## config.mk

```make
export PLATFORM = sky130hd
export DESIGN_NAME = vrpt_ram
export DESIGN_NICKNAME = d
export VERILOG_FILES = /design/src/rtl/core/vrpt_ram.sv
export SDC_FILE = /design/constraint.sdc
export NUM_CORES = 2
export LEC_CHECK = 0
export BUFFER_PORTS_ARGS = -buffer_cell sky130_fd_sc_hd__clkbuf_2
export CORE_ASPECT_RATIO = 1.4
export CORE_UTILIZATION = 35
export DETAILED_ROUTE_END_ITERATION = 10
export PLACE_DENSITY = 0.56
export SLEW_MARGIN = 25
export SYNTH_ARGS = -nofsm -noshare
export SYNTH_HDL_FRONTEND = slang
export SYNTH_SLANG_ARGS = --single-unit
export TNS_END_PERCENT = 50
```

## constraint.sdc

```tcl
create_clock -name clk -period 5.3 [get_ports clk]
set_input_delay 1.06 -clock clk [delete_from_list [all_inputs] [get_ports clk]]
set_output_delay 1.06 -clock clk [all_outputs]
set_load 0.03 [all_outputs]
```

## src/rtl/core/vrpt_ram.sv

```systemverilog
module vrpt_ram #(
  parameter int unsigned WIDTH = 8,
  parameter int unsigned DEPTH = 256
) (
  input  logic                     clk,
  input  logic                     we,
  input  logic [$clog2(DEPTH)-1:0] waddr,
  input  logic [WIDTH-1:0]         wdata,
  input  logic                     re,
  input  logic [$clog2(DEPTH)-1:0] raddr,
  output logic [WIDTH-1:0]         rdata
);

  logic [WIDTH-1:0] mem [DEPTH];

  // one write port, registered read port
  always_ff @(posedge clk) begin
    if (we) begin
      mem[waddr] <= wdata;
    end
    if (re) begin
      rdata <= mem[raddr];
    end
  end

endmodule

```

Word-level counts from Yosys, hierarchy flattened. Memory sizes are Yosys's and may differ from the RTL's. A register that Yosys moved wholly into a read port is not among the register bits. Index checks and enable logic that the tools add are counted.

Latch bits: 0. Memories kept: 1. Bits in writable memories: 2048. Output and inout bits: 8. Bits in registers: 0. Memory bits (read-only): 0.

Memories: mem (depth 256, width 8, read ports 1, clocked after Yosys merged registers in 1, write ports 1, RTL line 14) `logic [WIDTH-1:0] mem [DEPTH];`.

Div/mod/pow operators: 0. Multiply operators: 0. Add/subtract/negate cells: 0. Magnitude comparators: 0. Muxes and demuxes: 2. Reductions and logical operators: 0. Eq/ne operators: 0. Shifts and indexed selects: 0. Bitwise logic cells: 0.

Operators with widths (count): $mux W1 (2).

Longest topological paths before layout.
Depth in word-level cells: 2. Mapped depth: 11. Depth with buffers taken out: 6.

Worst setup path before layout. Ideal clock, no wire load.

Kind: input port to flip-flop. From: in raddr[0]. To: reg rdata[2] (read register of mem), data pin. Path buffers: 4. Arrival time: 2867 ps. Required time: 5031 ps. Setup time: 269 ps. Cell stages on the path: 9. Path slack: 2164 ps. Path through: buf_6 buf_12 buf_8 buf_2 mux4_2 a22oi_1 a21oi_1 nor4_1 nor4_2.

RTL lines: start, declared (RTL line 10) `input logic [$clog2(DEPTH)-1:0] raddr,`; end, declared (RTL line 11) `output logic [WIDTH-1:0] rdata`.

==> reports/results.txt <==
The run finished with clean final reports. Clock latency on the worst-skew pair, taken at its later pin, is 860 ps. After clock tree synthesis, the flow added hold-fix buffers numbering 0.

Total count of hold-check failures in the final report: 0. The first global-routing pass estimated 299000 um of wire. The worst path uses 72.0% of the clock period.

The number of nets handed over by synthesis was 3760. The proportion of power drawn by combinational gates is 5.2%, and the worst slack at placement is 631 ps. The die covers 229000 um^2. The transition time at the pin with the least slew margin works out to 1050 ps. During synthesis, Yosys emitted a total of 0 warnings.

The detail route stage leaves a number of antenna-violating nets equal to 0. The number of enable flip-flop cells after synthesis works out to 2056. The die span in y came out at 566 um.

Traced cell by cell, the critical path runs through buf_8, buf_12, buf_12, mux4_2, mux2i_1, o221ai_1, a211oi_1, nor4_1. Switching power summed over all nets: 7.00 mW. For this run, design rule violations remaining after detail routing come to 0.

Counting flops with an async set or reset pin after synthesis yields a share of 0%. For the total via count after detailed routing, the log shows 38500. Of all nets on the critical path, the largest fanout is 40. The run gives 2056 as the sink count of the clock tree.

The logs give 16600 um^2 for the footprint of the multi-input gates and 136000 um for the half-perimeter wire length of the detailed placement result. Summed over all cells, the static leakage comes to 27.7 nW. Before antenna repair, the detailed router went through 5 iterations. Adding up every negative setup slack in the final design gives 0 ps. The power consumption is 32.6 mW. Row generation in the floorplan step produced 206 rows. The tools report the post-synthesis instance total as 3733. The prevailing post-synth register cell was sky130_fd_sc_hd__edfxtp_1. The tools report the worst setup margin as 1480 ps.

STA classifies the critical path startpoint as a primary input. The combined area of all synthesized cells was 79600 um^2. The min-delay analysis places its worst path in the category in -> reg.

In this run the mean area of a mapped cell was 21.3 um^2. Sequential cells were found to cover 77.5% of the synthesized design area. After detailed routing, the total wire length is 209000 um. The remaining global-route overflow was 0; the final routed wire length divided by cell count was 29.3 um.

The logs give 0 for the count of max-cap constraint violations and 18.1% for the overall routing resource usage. For this run, the post-layout net count is 4017. The floorplan die width came out at 405 um. Cell internal power was estimated by the tool at 25.6 mW. After detailed routing, the number of vias per cell comes to 5.38. Of the cells placed in the final design, the portion with a size suffix greater than 1 is 25.0%. The delay of the slowest critical-path stage works out to 690 ps.

The region available for standard cell placement spans 226000 um^2. For the total of cells resized after clock tree synthesis, the log shows 0. The tools report the element type at the critical path end as a flop. The final critical delay including setup and external delays works out to 3820 ps. The run gives 189 as the CTS buffer count. The share of total power consumed by net switching was 21.5%. The cell that appears most often on the critical path is sky130_fd_sc_hd__buf_12. For this run, the share of the core covered by cells in the final layout is 40.1%. Setup repair after global routing left no endpoint under its margin. The portion of total power attributed to the clock network is 39.7%, and the worst-case clock skew is 45.1 ps.

The root buffer cell is sky130_fd_sc_hd__clkbuf_16. IR analysis of the VDD net gives a maximum drop of 0.000245 V. In this run the power density over the cells is 361 nW/um^2.

Buffers placed on the I/O ports in this run total 34. The initial antenna violation count is 5. The netlist uses 54 different library cells.

Number of synthesized register bits: 2056. The sequential cell area was 61700 um^2; the via count of the first global-routing pass was 40200. Headroom to the max-slew limit came out at 30.2%. The number of primary I/O pins is 35, and the initial core utilization is 35.3%. The run gives 55.0% as the sequential group share of total power. TritonCTS built the clock tree. For the final-report max-slew violation count, the log shows 0. For the worst setup path, the data arrival time is 4350 ps. In this run, the number of DRC markers left after iteration 0 of detailed routing was 3695. The logs give 0.883 for the final RePlAce weighted congestion and 160 for the maximum number of pins on one net before global-route repair. For the number of fillers in the final layout, the log shows 19800. Post-CTS setup-driven buffer insertion count: 0. Once placement completed, the tool counted placed cells totaling 6815. For this design, the slowest cell found on the critical path is sky130_fd_sc_hd__mux2i_1. The clock slew at the register clock pins of the worst setup and hold paths works out to 70 ps. The worst setup path is of the in -> reg kind. Data on the critical path is required at its endpoint by 5830 ps. The fmax came out at 262 MHz. The run gives 4 as the number of levels the H-tree was split into.

Compared with the post-synthesis result, the final layout area differs by 13.5%. In this run the deepest clock path goes through 4 buffers. The count of final setup violators was 0.

The final cell count without fillers was 7144.
-- state kept, by name, indices dropped and copies added (netlist names) --
name / cells
rdata: 8
mem: 2048
-- placed cells by master (no fill, tap or decap), types with 29 or more instances in the layout --
master	Yosys	layout
sky130_fd_sc_hd__clkinv_2	0	29
sky130_fd_sc_hd__mux2i_1	134	134
sky130_fd_sc_hd__mux4_2	454	454
sky130_fd_sc_hd__clkinv_1	1	41
sky130_fd_sc_hd__edfxtp_1	2056	2056
sky130_fd_sc_hd__a21oi_1	96	96
sky130_fd_sc_hd__clkbuf_1	111	42
sky130_fd_sc_hd__buf_4	27	235
sky130_fd_sc_hd__clkbuf_16	0	189
sky130_fd_sc_hd__buf_12	8	30
sky130_fd_sc_hd__nand2_1	33	32
sky130_fd_sc_hd__a22oi_1	133	133
sky130_fd_sc_hd__nor2_1	282	277
sky130_fd_sc_hd__nand3_1	34	34
sky130_fd_sc_hd__o221ai_1	46	46
-- Yosys cell counts, types with 5 or more instances --
| cell type | instances | area (um^2) |
|---|---|---|
| sky130_fd_sc_hd__o221ai_1 | 46 | 403 |
| sky130_fd_sc_hd__buf_1 | 22 | 82.6 |
| sky130_fd_sc_hd__edfxtp_1 | 2056 | 61700 |
| sky130_fd_sc_hd__nand4_1 | 10 | 62.6 |
| sky130_fd_sc_hd__buf_4 | 27 | 203 |
| sky130_fd_sc_hd__nand3_1 | 34 | 170 |
| sky130_fd_sc_hd__nand2b_1 | 8 | 50.1 |
| sky130_fd_sc_hd__o22ai_1 | 28 | 175 |
| sky130_fd_sc_hd__buf_2 | 31 | 155 |
| sky130_fd_sc_hd__nor2b_1 | 31 | 194 |
| sky130_fd_sc_hd__and2_1 | 6 | 37.5 |
| sky130_fd_sc_hd__buf_8 | 13 | 195 |
| sky130_fd_sc_hd__o21ai_0 | 10 | 50.1 |
| sky130_fd_sc_hd__nor4_1 | 24 | 150 |
| sky130_fd_sc_hd__clkbuf_1 | 111 | 417 |
| sky130_fd_sc_hd__nand2_1 | 33 | 124 |
| sky130_fd_sc_hd__nor3_1 | 22 | 110 |
| sky130_fd_sc_hd__a21oi_1 | 96 | 480 |
| sky130_fd_sc_hd__buf_12 | 8 | 160 |
| sky130_fd_sc_hd__a211oi_1 | 16 | 120 |
| sky130_fd_sc_hd__mux4_2 | 454 | 10200 |
| sky130_fd_sc_hd__a22oi_1 | 133 | 998 |
| sky130_fd_sc_hd__nor2_1 | 282 | 1060 |
| sky130_fd_sc_hd__buf_6 | 21 | 236 |
| sky130_fd_sc_hd__o211ai_1 | 10 | 75.1 |
| sky130_fd_sc_hd__a22o_1 | 8 | 70.1 |
| sky130_fd_sc_hd__mux2i_1 | 134 | 1340 |
| sky130_fd_sc_hd__o22a_1 | 5 | 43.8 |
| sky130_fd_sc_hd__a221oi_1 | 13 | 114 |
-- power by group through the flow --
stage	logic (mW)	registers (mW)	clock network [mW]
floorplan	0.871	18.3	0
global placement	1.70	18.3	0
detailed placement	1.73	18.3	0
CTS	1.73	17.9	13.2
global route	1.79	17.9	13.7
finish	1.71	17.9	13.0
-- worst max-delay path: cells and delay by family --
family,cells,cell delay [ps]
muxes,2,1200
AOI/OAI and AO/OA,2,890
buffers and inverters,3,980
and+or+nand+nor,1,110
-- path summary, 6_finish.rpt --
path | slack [ps] | end | start | cells past startpoint
worst max-delay path | 1480 | rdata[5] | raddr[0] | 8
worst min-delay path | 660 | rdata[2] | re | 1
worst max register to register | 2340 | rdata[5] | mem[83][5] | 6
worst min register to register | 1140 | rdata[3] | mem[40][3] | 6
-- per-layer routing --
metal	wire length, um	track usage (%)	vias up
met1	78700	21.9	20700
met5	12	0	-
met2	112000	33.0	1220
met4	7750	6.40	2
met3	10600	2.14	365
li1	-	-	16200
-- cell type report --
class / instances / area share (%)
Antenna cell: 2 / 0.00554
Clock buffer: 231 / 5.40
Clock inverter: 96 / 0.872
Inverter: 2 / 0.00830
Multi-Input combinational cell: 1442 / 18.3
Sequential cell: 2056 / 68.3
Tap cell: 3016 / 4.17
Timing Repair Buffer: 299 / 2.95
-- cell families after synthesis --
logic type,count (synthesis),synth area share [%]
AO/OA/AOI/OAI,385,3.42
buffers and inverters,235,1.83
AND/OR/NAND/NOR,466,2.63
flip-flops,2056,77.5
multiplexers,591,14.6
-- stage by stage --
step | instance area (um^2) | hold WS [ps]
global placement | 84700 | 1170
CTS | 90400 | 622
floorplan | 79600 | 864
global route | 90400 | 650
detailed placement | 84700 | 1110
finish | 90400 | 663
(Power assumes the default switching activity.)
