===== src/rtl/core/vrpt_pkg.sv =====
package vrpt_pkg;

  // block sizing
  localparam int unsigned NAME_RAM_BYTES  = 2048;
  localparam int unsigned SPRITE_COUNT    = 64;
  localparam int unsigned DOTS_PER_LINE   = 341;
  localparam int unsigned LINES_PER_FRAME = 262;
  localparam int unsigned VBLANK_LINE     = 240;

  localparam int unsigned SPR_BYTES = SPRITE_COUNT * 4;
  localparam int unsigned SPR_AW    = $clog2(SPR_BYTES);
  localparam int unsigned NR_AW     = $clog2(NAME_RAM_BYTES);
  localparam int unsigned BEAM_W    = 9;
  localparam int unsigned PAL_AW    = 5;
  localparam int unsigned PAL_BYTES = 32;

  // request types
  localparam logic [1:0] REQ_TICK  = 2'd0;
  localparam logic [1:0] REQ_READ  = 2'd1;
  localparam logic [1:0] REQ_WRITE = 2'd2;

  // register numbers
  localparam logic [2:0] REG_CTRL     = 3'd0;
  localparam logic [2:0] REG_MASK     = 3'd1;
  localparam logic [2:0] REG_STATUS   = 3'd2;
  localparam logic [2:0] REG_OAM_ADDR = 3'd3;
  localparam logic [2:0] REG_OAM_DATA = 3'd4;
  localparam logic [2:0] REG_SCROLL   = 3'd5;
  localparam logic [2:0] REG_ADDR     = 3'd6;
  localparam logic [2:0] REG_DATA     = 3'd7;

  // ctrl bits
  localparam int unsigned CTRL_INC_BIT = 2;
  localparam int unsigned CTRL_NMI_BIT = 7;

  // video memory map
  localparam logic [15:0] CART_TOP     = 16'h2000;
  localparam logic [15:0] PAL_BASE     = 16'h3f00;
  localparam logic [PAL_AW-1:0] PAL_MIRROR = 5'h10;
  localparam logic [15:0] INC_ROW      = 16'd32;
  localparam logic [15:0] INC_ONE      = 16'd1;

  // sprite zero bytes kept in shadow registers
  localparam logic [SPR_AW-1:0] SPR_Y_IDX = SPR_AW'(0);
  localparam logic [SPR_AW-1:0] SPR_X_IDX = SPR_AW'(3);

  // per-tick events from the beam counter
  typedef struct packed {
    logic scanline;
    logic vbl_start;
    logic frame_end;
    logic spr_hit;
  } vrpt_beam_evt_t;

  // remainder by a constant for quotients below 16: binary long division
  function automatic logic [15:0] const_mod16(input logic [15:0] value,
                                              input int unsigned modulus);
    logic [31:0] v;
    logic [31:0] m;
    v = {16'd0, value};
    for (int k = 3; k >= 0; k--) begin
      m = 32'(modulus) << k;
      if (v >= m) begin
        v = v - m;
      end
    end
    return v[15:0];
  endfunction

  // palette entry, 0x10 folds onto entry 0
  function automatic logic [PAL_AW-1:0] pal_index(input logic [15:0] addr);
    logic [15:0] off;
    off = addr - PAL_BASE;
    return (off[PAL_AW-1:0] == PAL_MIRROR) ? '0 : off[PAL_AW-1:0];
  endfunction

endpackage


===== src/rtl/core/vrpt_beam.sv =====
module vrpt_beam (
  input  logic                    clk,
  input  logic                    rst_n,
  input  logic                    tick,
  input  logic [7:0]              spr_y,
  input  logic [7:0]              spr_x,
  output vrpt_pkg::vrpt_beam_evt_t evt
);
  import vrpt_pkg::*;

  localparam logic [BEAM_W-1:0] DOTS    = BEAM_W'(DOTS_PER_LINE);
  localparam logic [BEAM_W-1:0] LINES   = BEAM_W'(LINES_PER_FRAME);
  localparam logic [BEAM_W-1:0] VBL     = BEAM_W'(VBLANK_LINE);
  localparam logic [BEAM_W-1:0] LAST_LN = BEAM_W'(LINES_PER_FRAME - 1);
  localparam logic [BEAM_W-1:0] DOT_ONE = BEAM_W'(1);

  logic [BEAM_W-1:0] dot_r, dot_nxt;
  logic [BEAM_W-1:0] line_r, line_nxt;

  // next beam position
  always_comb begin
    dot_nxt  = dot_r + BEAM_W'(1);
    line_nxt = line_r;
    if (dot_nxt >= DOTS) begin
      dot_nxt  = '0;
      line_nxt = line_r + BEAM_W'(1);
    end
    if (line_nxt >= LINES) begin
      line_nxt = '0;
      dot_nxt  = '0;
    end
  end

  // events seen at the new position
  always_comb begin
    evt.spr_hit   = (line_nxt == BEAM_W'(spr_y)) && (dot_nxt == BEAM_W'(spr_x));
    evt.scanline  = (dot_nxt == '0) && (line_nxt <= VBL);
    evt.vbl_start = (line_nxt == VBL) && (dot_nxt == DOT_ONE);
    evt.frame_end = !evt.vbl_start && (line_nxt == LAST_LN) && (dot_nxt == DOT_ONE);
  end

  always_ff @(posedge clk) begin
    if (!rst_n) begin
      dot_r  <= '0;
      line_r <= '0;
    end else if (tick) begin
      dot_r  <= dot_nxt;
      line_r <= line_nxt;
    end
  end

endmodule


===== config.mk =====
export PLATFORM = sky130hd
export DESIGN_NAME = vrpt_beam
export DESIGN_NICKNAME = d
export VERILOG_FILES = /design/src/rtl/core/vrpt_pkg.sv /design/src/rtl/core/vrpt_beam.sv
export SDC_FILE = /design/constraint.sdc
export NUM_CORES = 1
export LEC_CHECK = 0
export ABC_AREA = 1
export BUFFER_PORTS_ARGS = -buffer_cell sky130_fd_sc_hd__buf_2
export CORE_AREA = 2 2 82 84
export DETAILED_ROUTE_END_ITERATION = 12
export DIE_AREA = 0 0 84 86
export GPL_ROUTABILITY_DRIVEN = 1
export GPL_TIMING_DRIVEN = 0
export PLACE_DENSITY = 0.45
export RECOVER_POWER = 100
export SLEW_MARGIN = 30
export SYNTH_ARGS = -nofsm -noshare
export SYNTH_HDL_FRONTEND = slang
export SYNTH_SLANG_ARGS = --single-unit

===== constraint.sdc =====
create_clock -name clk -period 5.3 [get_ports clk]
set_clock_uncertainty 0.15 [all_clocks]
set_input_delay 0.265 -clock clk [delete_from_list [all_inputs] [get_ports clk]]
set_output_delay 0.265 -clock clk [all_outputs]
set_load 0.02 [all_outputs]

# Word-level counts from Yosys, hierarchy flattened
# Cells that the tools add are included.
dict set report totals {
  regBits 18
  inputBits 19
  out_inout_bits 4
  word_cells 23
}
dict set report classes {
  add_sub_neg 2
  n_lt_le_gt_ge 3
  eq_ne 5
  n_mux 4
  reduce_logical 7
}
# cell n
set ops {}
lappend ops {{2-to-1 mux 9 bit} 4}
lappend ops {{adder 9 x 1 -> 9 bit (second input constant)} 2}
lappend ops {{equality test 9 x 8 -> 1 bit} 2}
lappend ops {{greater-or-equal comparator 9 bit (second input constant)} 2}
lappend ops {{equality test 9 x 1 -> 1 bit (second input constant)} 1}
lappend ops {{equality test 9 x 8 -> 1 bit (second input constant)} 1}
lappend ops {{equality test 9 bit (second input constant)} 1}
lappend ops {{<= comparator 9 x 8 -> 1 bit (second input constant)} 1}
lappend ops {{zero test 9 bit} 1}
lappend ops {{logical AND 1 bit} 5}
lappend ops {{zero test 1 bit} 1}

# Depth between registers and ports, before layout
# Gate-level depths: netlist (run 1).
dict set report depth {
  ltp_word 10
  ltp_mapped 26
}

# Worst setup path after synthesis (run 1)
# No wires, ideal clock.
dict set report synth_path {
  path_kind {register to output}
  startpoint {register dot_r[0]}
  endpoint {output port evt[1] in the netlist's numbering}
  arrival_time_ps 2614
  setup_slack_ps 2271
  path_stages_with_launch 22
  n_path_buf 1
  path_cell_list {dfxtp_1 ha_1 nor2_1 nor2_4 nand2_1 nand2_1 nand2_1 nand2_1 nand2_2 nand2_4 nand2_4 nand2_1 nand2_2 inv_2 nand2_2 nor2_4 nand2_4 nand2_8 buf_8 nand2_2 or3_1 nor2_1}
}
# element line
set synth_lines {}
lappend synth_lines {{start: declaration} vrpt_beam.sv:17} ;# logic [BEAM_W-1:0] dot_r, dot_nxt;
lappend synth_lines {{start signal: assignment} vrpt_beam.sv:47} ;# dot_r <= dot_nxt;
lappend synth_lines {{end: declaration} vrpt_beam.sv:7} ;# output vrpt_pkg::vrpt_beam_evt_t evt

==> out/summary.txt, run 1 <==
Leakage power: 1.04 nW
Vias in the first global route: 1810
Flops & latches, synth: 18
Detailed Route WL: 5350 um
Cell variety after synth: 34
Num ports: 23
Critical Path Slowest Stage Cell: dfxtp_1
Commonest cells in the netlist: nand2_1 (77), inv_1 (42), nor2_1 (26)
Total power draw: 0.408 mW
Max frequency: 0.234 GHz
Hold WS: 0.179 ns
Synth Cell Area: 0.00183 sq mm
Register area share after synthesis: 19.6%
Req. time, crit path: 4.89 ns
Dpl hpwl: 4510 um
Post-synthesis instance total: 306
Final min period: 4.27 ns
Clk_lat worst skew: 0.25 ns
Top post-synthesis cells by area: dfxtp_1 (20%), nand2_1 (16%), inv_1 (8.6%)
Status: finished clean
Mapped Nets: 328
Port-buffer cells: 21
P per Cell Area: 199 mW/mm^2
Final setup vio count: 0
VDD IR-drop max: 73.9 uV
Post-CTS sizing: 0
Initial Util: 29.2%
GRT Residual Overflow: 0
Final hold vios: 0
Fin. max-slew vios: 0
Post-CTS Setup Bufs: 0
Final #Nets: 354
Max clock buf depth: 2
Largest stage delay, worst path: 0.54 ns
Largest net degree at the start of global routing: 11
Cells after DPL: 404
CP Max Fanout: 10
Clk slew on worst S/H paths: 0.07 ns
Die ar.: 0.00722 sq mm
Via count: 1872
CTS tree: yes
CTS Buf Count: 3
Final Util: 32.8%
WL per Instance: 13.1 um
Die W: 84 um
CP cell instances: ha_1 > nor2_1 > nor2_4 > nand2_1 > nand2_1 > nand2_1 > nand2_1 > nand2_2 > nand2_1 > nand2_1 > nand2_1 > nand2_1 > nor2_1 > nor2_4 > nand2_4 > nand2_8 > buf_8 > nand3_1 > nand2_1 > nor4_1 > nand2_1 > nor2_1 > buf_2
Final GP Congestion: 0.805
Most numerous cell in the Yosys netlist: nand2_1
Worst EP arrival: 3.85 ns
Yosys top cell area share: 19.6%
Initial antenna violation count: 0
Slew HR: 70.7%
Critical Setup Path Class: register to primary output
Largest area contributor in the netlist: dfxtp_1
Routed Antenna Nets: 0
Post-synth EDFFs: 0
CP Launch Type: register
Die height: 86 um
Post-route setup TNS: 0 ns
Slew of the pin with the lowest slew margin: 0.440 ns
RSZ-0062 raised after global routing: false
HP Class: primary input to register
Row count: 29
Yosys warnings: 0
TritonRoute pass-1 iters: 4
Post-route insts no fill: 408
Final Cycle Share: 80.5%
Ant diodes: 0
CTS sink count: 18
Async S/R FF share, synth: 0%
First-pass GRT wire length: 9200 um
Number of DRC markers in iteration 0: 67
Layout cells sized above 1: 16.9%
Root cell of the clock tree: clkbuf_8
Max_cap viols: 0
Tot GR Track Use: 15.8%
Critical Path Sink Type: primary output
Drc violations: 0
Vias per cell: 4.59
Cts hold-fix bufs: 0
Core area: 0.00628 sq mm
Avg Inst Size Synth: 5.99 sq um
Ys flop type: dfxtp_1
Area growth, synth to finish: 12.1%
Cell mode on critical path: nand2_1
H-tree depth: 1
-- placed cells by master (no fill, tap or decap), drive strengths merged, types with 2 or more instances in the layout --
cell type and n:
nand2 91, inv 50, nor2 30, nand3 27
buf 26, o21ai 24, a21oi 20, dfxtp 18
clkbuf 9, nand4 8, xor2 8, nand3b 6
nor3 3, ha 3, xnor2 2, or2 2
-- worst max-delay path, delay by kind of cell (launching register included) --
| family | cells | cell delay (ns) |
|---|---|---|
| DFF | 1 | 0.54 |
| adders and majority gates | 1 | 0.32 |
| buffers and inverters | 2 | 0.32 |
| and+or+nand+nor | 20 | 2.42 |
-- flip-flops by register name (all words and copies together) (netlist names) --
signal / cells
dot_r: 9
line_r: 9
-- power breakdown --
part | internal [mW] | switching (mW)
Combinational | 0.0499 | 0.0914
Sequential | 0.145 | 0.0126
Clock | 0.0659 | 0.0437
Total | 0.261 | 0.148
-- routing by layer --
layer,vias up,share of wire [%],global-route usage [%]
met2,22,45,25.6
met3,2,2.6,1.83
met1,823,52,22.6
met5,-,0,0
met4,0,0.43,3.52
li1,1025,-,-
-- worst paths after layout --
| path | start | end | slack (ns) | cells after the start |
|---|---|---|---|---|
| worst max-delay path | dot_r[0] | evt[1] | 1.03 | 23 |
| worst min-delay path | rst_n | dot_r[2] | 0.18 | 3 |
| worst min register to register | dot_r[8] | dot_r[8] | 0.38 | 2 |
| worst max register to register | dot_r[0] | dot_r[3] | 1.97 | 20 |
-- through the flow --
step                area, sq um  worst slack, ns
global route               2060            0.573
global placement           2040             1.75
CTS                        2090             1.46
detailed placement         2040             1.76
floorplan                  1830             2.27
finish                     2060             1.03
-- final cells by class --
type                            count  area (sq um)
Fill cell                         708          4220
Multi-Input combinational cell    228          1190
Sequential cell                    18           360
Inverter                           50           188
Timing Repair Buffer               21           104
Tap cell                           77          96.3
Buffer                             10          67.6
Clock buffer                        4          55.1
-- cells by family (layout without fill, tap and decap cells) --
family,after synthesis,after routing,share of synthesized area [%]
AND/OR/NAND/NOR,170,170,46.7
AO/OA/AOI/OAI,45,45,12.6
XOR/XNOR,10,10,5.18
buffers and inverters,60,85,13.9
adder cells (fa/ha/maj),3,3,2.05
flip-flops,18,18,19.6
Note: power is estimated with default switching activity, not from simulation.
==> run 2, diff against run 1 <==
Settings changed: PLACE_DENSITY 0.45 to 0.46.
Clock period 5.3 ns to 3.8 ns, I/O delays scaled along.
==> run 2 against run 1 <==
  * Clock-buffer cell count stayed put
  * Flip-flop and latch count is the same
  * Critical path depth increased by 2
  * Register-to-register slack worse by 0.87 ns
  * Power increased by 44%
  * Global-route usage is 0.50 points lower
  * Clock power grew 50%
  * Cell count is the same
  * Combinational power rose by 43%
  * Largest cell class unchanged
  * Highest routed layer unchanged
==> out/summary.txt, run 2 (synthesis results as in run 1) <==
Ant diodes: 0 (unchanged)
Area after DPL: 0.00204 sq mm (unchanged)
H-tree depth: 1 (unchanged)
Commonest non-fill, non-tap cell in the layout: nand2_1 (unchanged)
Critical Setup Path Class: register to primary output (unchanged)
Critical Path Stages: 25 (was 23)
RSZ-0062 raised after global routing: true (was false)
R2r startpoint: dot_r[0] (unchanged)
Core area: 0.00628 sq mm (unchanged)
Port-buffer cells: 21 (unchanged)
Hold WS: 0.0985 ns (was 0.179 ns)
P per Cell Area: 278 mW/mm^2 (was 199 mW/mm^2)
Dpl hpwl: 4370 um (was 4510 um)
VDD IR-drop max: 107 uV (was 73.9 uV)
Num ports: 23 (unchanged)
Post-CTS Setup Bufs: 0 (unchanged)
Seq. cell area: 365 sq um (was 360 sq um)
Max frequency: 0.284 GHz
Largest net degree at the start of global routing: 11 (unchanged)
CTS tree: yes (unchanged)
Initial antenna violation count: 0 (unchanged)
Detailed Route WL: 5310 um (was 5350 um)
Via count: 1844 (was 1872)
CP startpoint: dot_r[0] (unchanged)
Crit path max-delay family: simple AND/OR/NAND/NOR gates (unchanged)
TritonRoute pass-1 iters: 4 (unchanged)
Leakage power: 1.06 nW (was 1.04 nW)
GRT Residual Overflow: 0 (unchanged)
Critical Path Sink Type: primary output (unchanged)
Number of DRC markers in iteration 0: 116 (was 67)
Area growth, synth to finish: 15.0% (was 12.1%)
Cts hold-fix bufs: 0 (unchanged)
Final #Nets: 354 (unchanged)
Worst-case reg-to-reg path depth: 21 (was 20)
Cell mode on critical path: nand2_1 (unchanged)
HP Class: primary input to register (unchanged)
Footprint of the multi-input gates: 0.00123 sq mm (was 0.00119 sq mm)
Die ar.: 0.00722 sq mm (unchanged)
Max clock buf depth: 2 (unchanged)
Final min period: 3.52 ns
Drc violations: 0 (unchanged)
Clk slew on worst S/H paths: 0.07 ns (about the same)
CP Buf/Inv Count: 5 (was 2)
Routed Antenna Nets: 0 (unchanged)
Vias per cell: 4.52 (was 4.59)
Largest regs: dot_r x9, line_r x9 (unchanged)
Final Util: 33.6% (was 32.8%)
First-pass GRT wire length: 8710 um (was 9200 um)
HP Start: rst_n (unchanged)
Design area: 0.00211 sq mm (was 0.00206 sq mm)
Initial Util: 29.2% (unchanged)
Root cell of the clock tree: clkbuf_8 (unchanged)
Clk_lat worst skew: 0.26 ns (was 0.25 ns)
Layout cells sized above 1: 21.1% (was 16.9%)
Fin. max-slew vios: 0 (unchanged)
FF-to-FF End: line_r[6] (was dot_r[3])
WL per Instance: 13.0 um (was 13.1 um)
Die W: 84 um (unchanged)
Fill cell total of the finished layout: 693 (was 708)
Largest stage delay, worst path: 0.41 ns (was 0.54 ns)
Final Cycle Share: 92.7%
Slew of the pin with the lowest slew margin: 0.463 ns (was 0.440 ns)
Post-CTS sizing: 0 (unchanged)
Req. time, crit path: 3.46 ns (was 4.89 ns)
Final hold vios: 0 (unchanged)
Slew HR: 69.1% (was 70.7%)
CTS sink count: 18 (unchanged)
Final setup vio count: 0 (unchanged)
FF-to-FF setup slack: 1.10 ns (was 1.97 ns)
CP Max Fanout: 10 (unchanged)
CTS Buf Count: 3 (unchanged)
Max_cap viols: 0 (unchanged)
Final GP Congestion: 0.828 (was 0.805)
Hold depth: 3 (unchanged)
Status: finished clean (unchanged)
Vias in the first global route: 1704 (was 1810)
Hold Path End: dot_r[0] (was dot_r[2])
Commonest non-fill, non-tap cells in the layout: nand2_1 (76), inv_1 (42), nor2_1 (24), nand3_1 (23) (was nand2_1 (80), inv_1 (43), nand3_1 (26), nor2_1 (26), o21ai_0 (22))
Row count: 29 (unchanged)
Critical Path Slowest Stage Cell: dfxtp_4 (was dfxtp_1)
CP Launch Type: register (unchanged)
Die height: 86 um (unchanged)
Worst EP arrival: 3.18 ns (was 3.85 ns)
Tot GR Track Use: 15.3% (was 15.8%)
==> run 2: changes by cell type in the layout (fill, tap and decap cells not counted), sizes merged <==
| cell | change |
|---|---|
| buf | +1 |
| clkbuf | -1 |
==> run 2: where the power goes <==
part           switching, mW  internal, mW  leakage, nW
sequential            0.0169         0.202        0.150
clock                 0.0726        0.0923       0.0288
combinational          0.130        0.0727        0.881
==> run 2: worst max path at each step <==
stage / end / slack (ns)
final: evt[1] / 0.28
after global routing: evt[1] / -0.003
after CTS: evt[0] / 0.03
after detailed placement: evt[0] / 0.32
after global placement: evt[0] / 0.34
after floorplan: evt[1] / 0.85
==> run 2: routing by layer <==
| layer | vias to the layer above | part of all wire, % | GRT usage, % |
|---|---|---|---|
| li1 | 1023 | - | - |
| met1 | 778 | 52 | 22.0 |
| met5 | - | 0 | 0 |
| met2 | 36 | 43 | 24.1 |
| met4 | 0 | 1.5 | 4.84 |
| met3 | 7 | 2.6 | 1.73 |
==> run 2: layout make-up <==
type,instances,share of cell area [%]
buffer,10,3.38
clock buffer,4,2.61
inverter,50,8.90
multi-input combinational,228,58.2
sequential,18,17.3
tap,77,4.57
timing repair buffer,21,4.98
==> run 2: worst register-to-register path: cells and delay by family (launching register included) <==
kind,cells,cell delay [ns]
flops,1,0.41
buf+inv,4,0.36
simple gates,15,1.30
compound gates,1,0.12
fa+ha+maj,1,0.31
==> run 2: stage by stage <==
stage | cells | TNS, ns | total power [mW] | worst slack (ns)
6_report | 408 | 0 | 0.586 | 0.276
4_1_cts | 408 | 0 | 0.587 | 0.0291
5_1_grt | 408 | -0.00257 | 0.628 | -0.00257
3_5_place_dp | 404 | 0 | 0.425 | 0.325
3_3_place_gp | 404 | 0 | 0.424 | 0.340
2_1_floorplan | 306 | 0 | 0.367 | 0.846
==> run 3, diff against run 2 <==
Settings changed: CAP_MARGIN set to 30, CTS_BUF_LIST set to sky130_fd_sc_hd__clkbuf_8, SETUP_SLACK_MARGIN set to 0.15.
==> run 3 against run 2 <==
  * Fmax is 2.3% higher
  * Cell count is 2.9% higher
  * Combinational power is 19% higher
  * Clock-buffer cell count stayed put
  * First-iteration DRC count is 17% lower
  * Worst hold slack better by 0.012 ns
  * Routed wire length is 3.7% higher
  * Via count is 4.4% higher
  * Worst setup slack better by 0.079 ns
  * Sequential power hardly changed
  * Core utilization is 3.6 points higher
==> out/summary.txt, run 3 (synthesis results as in run 1) <==
Initial antenna violation count: 0 (unchanged)
Ant diodes: 0 (unchanged)
Fin. max-slew vios: 0 (unchanged)
Final setup vio count: 0 (unchanged)
Final #Nets: 366 (was 354)
Row count: 29 (unchanged)
Layout cells sized above 1: 26.8% (was 21.1%)
Largest regs: dot_r x9, line_r x9 (unchanged)
Final hold vios: 0 (unchanged)
Drc violations: 0 (unchanged)
Port-buffer cells: 21 (unchanged)
Post-route setup TNS: 0 ns (unchanged)
Final GP Congestion: 0.828 (unchanged)
CP Launch Type: register (unchanged)
Max frequency: 0.290 GHz (was 0.284 GHz)
Slew of the pin with the lowest slew margin: 0.482 ns (was 0.463 ns)
Root cell of the clock tree: clkbuf_8 (unchanged)
Core area: 0.00628 sq mm (unchanged)
HP Class: primary input to register (unchanged)
CTS sink count: 18 (unchanged)
Status: finished clean (unchanged)
Post-route insts no fill: 420 (was 408)
CTS Buf Count: 3 (unchanged)
Cts hold-fix bufs: 0 (unchanged)
VDD IR-drop max: 108 uV (was 107 uV)
Vias per cell: 4.59 (was 4.52)
Worst EP arrival: 3.10 ns (was 3.18 ns)
Critical Path Sink Type: primary output (unchanged)
WL per Instance: 13.1 um (was 13.0 um)
CP Buf/Inv Count: 5 (unchanged)
Final Cycle Share: 90.6% (was 92.7%)
Num ports: 23 (unchanged)
Routed Antenna Nets: 0 (unchanged)
Cells after DPL: 404 (unchanged)
Leakage power: 1.14 nW (was 1.06 nW)
Crit path max-delay family: simple AND/OR/NAND/NOR gates (unchanged)
Critical Setup Path Class: register to primary output (unchanged)
Number of DRC markers in iteration 0: 96 (was 116)
Vias in the first global route: 1704 (unchanged)
Max_cap viols: 0 (unchanged)
Dpl hpwl: 4370 um (unchanged)
Via count: 1926 (was 1844)
GRT Residual Overflow: 0 (unchanged)
Die ar.: 0.00722 sq mm (unchanged)
RSZ-0062 raised after global routing: true (unchanged)
Critical Path Slowest Stage Cell: dfxtp_4 (unchanged)
CP cell instances: inv_1 > ha_4 > inv_1 > nand2_1 > nand2_1 > nand2_1 > nand2_1 > nand2_1 > nand2_2 > nand2_4 > nand2_8 > nand2_1 > nand2_1 > inv_1 > nand2_2 > nor2_4 > nand2_4 > nand2_8 > nand2_1 > inv_1 > nand2_1 > or3_1 > nor2_1 > buf_4
Fill cell total of the finished layout: 670 (was 693)
Cell mode on critical path: nand2_1 (unchanged)
Detailed Route WL: 5500 um (was 5310 um)
Commonest non-fill, non-tap cell in the layout: nand2_1 (unchanged)
Largest stage delay, worst path: 0.39 ns (was 0.41 ns)
Clk_lat worst skew: 0.26 ns (about the same)
CTS tree: yes (unchanged)
Final min period: 3.44 ns (was 3.52 ns)
Slew HR: 67.8% (was 69.1%)
Largest net degree at the start of global routing: 11 (unchanged)
Area growth, synth to finish: 27.2% (was 15.0%)
Worst setup margin: 0.356 ns (was 0.276 ns)
TritonRoute pass-1 iters: 4 (unchanged)
Tot GR Track Use: 15.3% (unchanged)
Initial Util: 29.2% (unchanged)
Pre-CTS setup slack: 0.325 ns (unchanged)
Commonest non-fill, non-tap cells in the layout: nand2_1 (71), inv_1 (43), nor2_1 (23), nand3_1 (22), o21ai_0 (21) (was nand2_1 (76), inv_1 (42), nor2_1 (24), nand3_1 (23))
Total power draw: 0.622 mW (was 0.586 mW)
Die height: 86 um (unchanged)
CP Max Fanout: 8 (was 10)
Max clock buf depth: 2 (unchanged)
First-pass GRT wire length: 8710 um (about the same)
Clk slew on worst S/H paths: 0.07 ns (about the same)
H-tree depth: 1 (unchanged)
P per Cell Area: 267 mW/mm^2 (was 278 mW/mm^2)
Die W: 84 um (unchanged)
Req. time, crit path: 3.46 ns (about the same)
-- run 3: through the flow --
step	util, %	instance area [sq um]	hold slack (ns)
global placement	32.4	2040	0.362
floorplan	-	1830	0.178
CTS	33.4	2090	0.107
global route	37.2	2330	0.117
detailed placement	32.4	2040	0.372
finish	37.2	2330	0.111
-- run 3: final cells by class --
type,count,area [sq um],share of cell area [%]
inverter,50,188,8.04
sequential,18,368,15.8
clock buffer,4,55.1,2.36
tap,77,96.3,4.13
timing repair buffer,31,200,8.58
multi-input combinational,230,1340,57.3
buffer,10,88.8,3.81
-- run 3: routing by layer --
layer	up-vias	global-route usage (%)	routed length, um	share of wire (%)
met4	0	4.84	72	1.3
met3	6	1.73	150	2.7
met2	35	24.1	2530	46
li1	1053	-	-	-
met5	-	0	0	0
met1	832	22.0	2750	50
-- run 3: final timing paths --
kind / startpoint / endpoint / slack, ns / depth (start not counted)
hold reg to reg: dot_r[8] / dot_r[8] / 0.38 / 2
setup reg to reg: dot_r[1] / dot_r[8] / 1.13 / 22
setup / recovery: dot_r[1] / evt[1] / 0.36 / 24
hold / removal: rst_n / dot_r[1] / 0.11 / 3
-- run 3: what timing repair did --
item | 4_1_cts | 5_1_grt
pin swaps | 0 | 10
gates cloned | 0 | 2
gates resized for setup | 2 | 31
setup endpoints to repair | 4 | 4
setup buffers | 0 | 10
-- run 3: power by group --
group / switching, mW / internal, mW / leakage [nW]
registers: 0.0162 / 0.202 / 0.150
clock network: 0.0712 / 0.0923 / 0.0288
logic: 0.146 / 0.0943 / 0.962
total: 0.233 / 0.388 / 1.14
-- run 3: worst reg2reg max path, cell delays in order, from the launching register on --
cell	delay, ns
dfxtp_4	0.39
inv_1	0.07
ha_4	0.27
inv_1	0.05
nand2_1	0.06
nand2_1	0.05
nand2_1	0.08
nand2_1	0.06
nand2_1	0.08
nand2_2	0.08
nand2_4	0.13
nand2_8	0.08
nand2_1	0.07
nand2_1	0.07
inv_1	0.11
nand2_2	0.09
nor2_4	0.11
nand2_4	0.09
nand2_8	0.11
buf_8	0.13
buf_12	0.10
nand2_1	0.06
a21oi_1	0.13
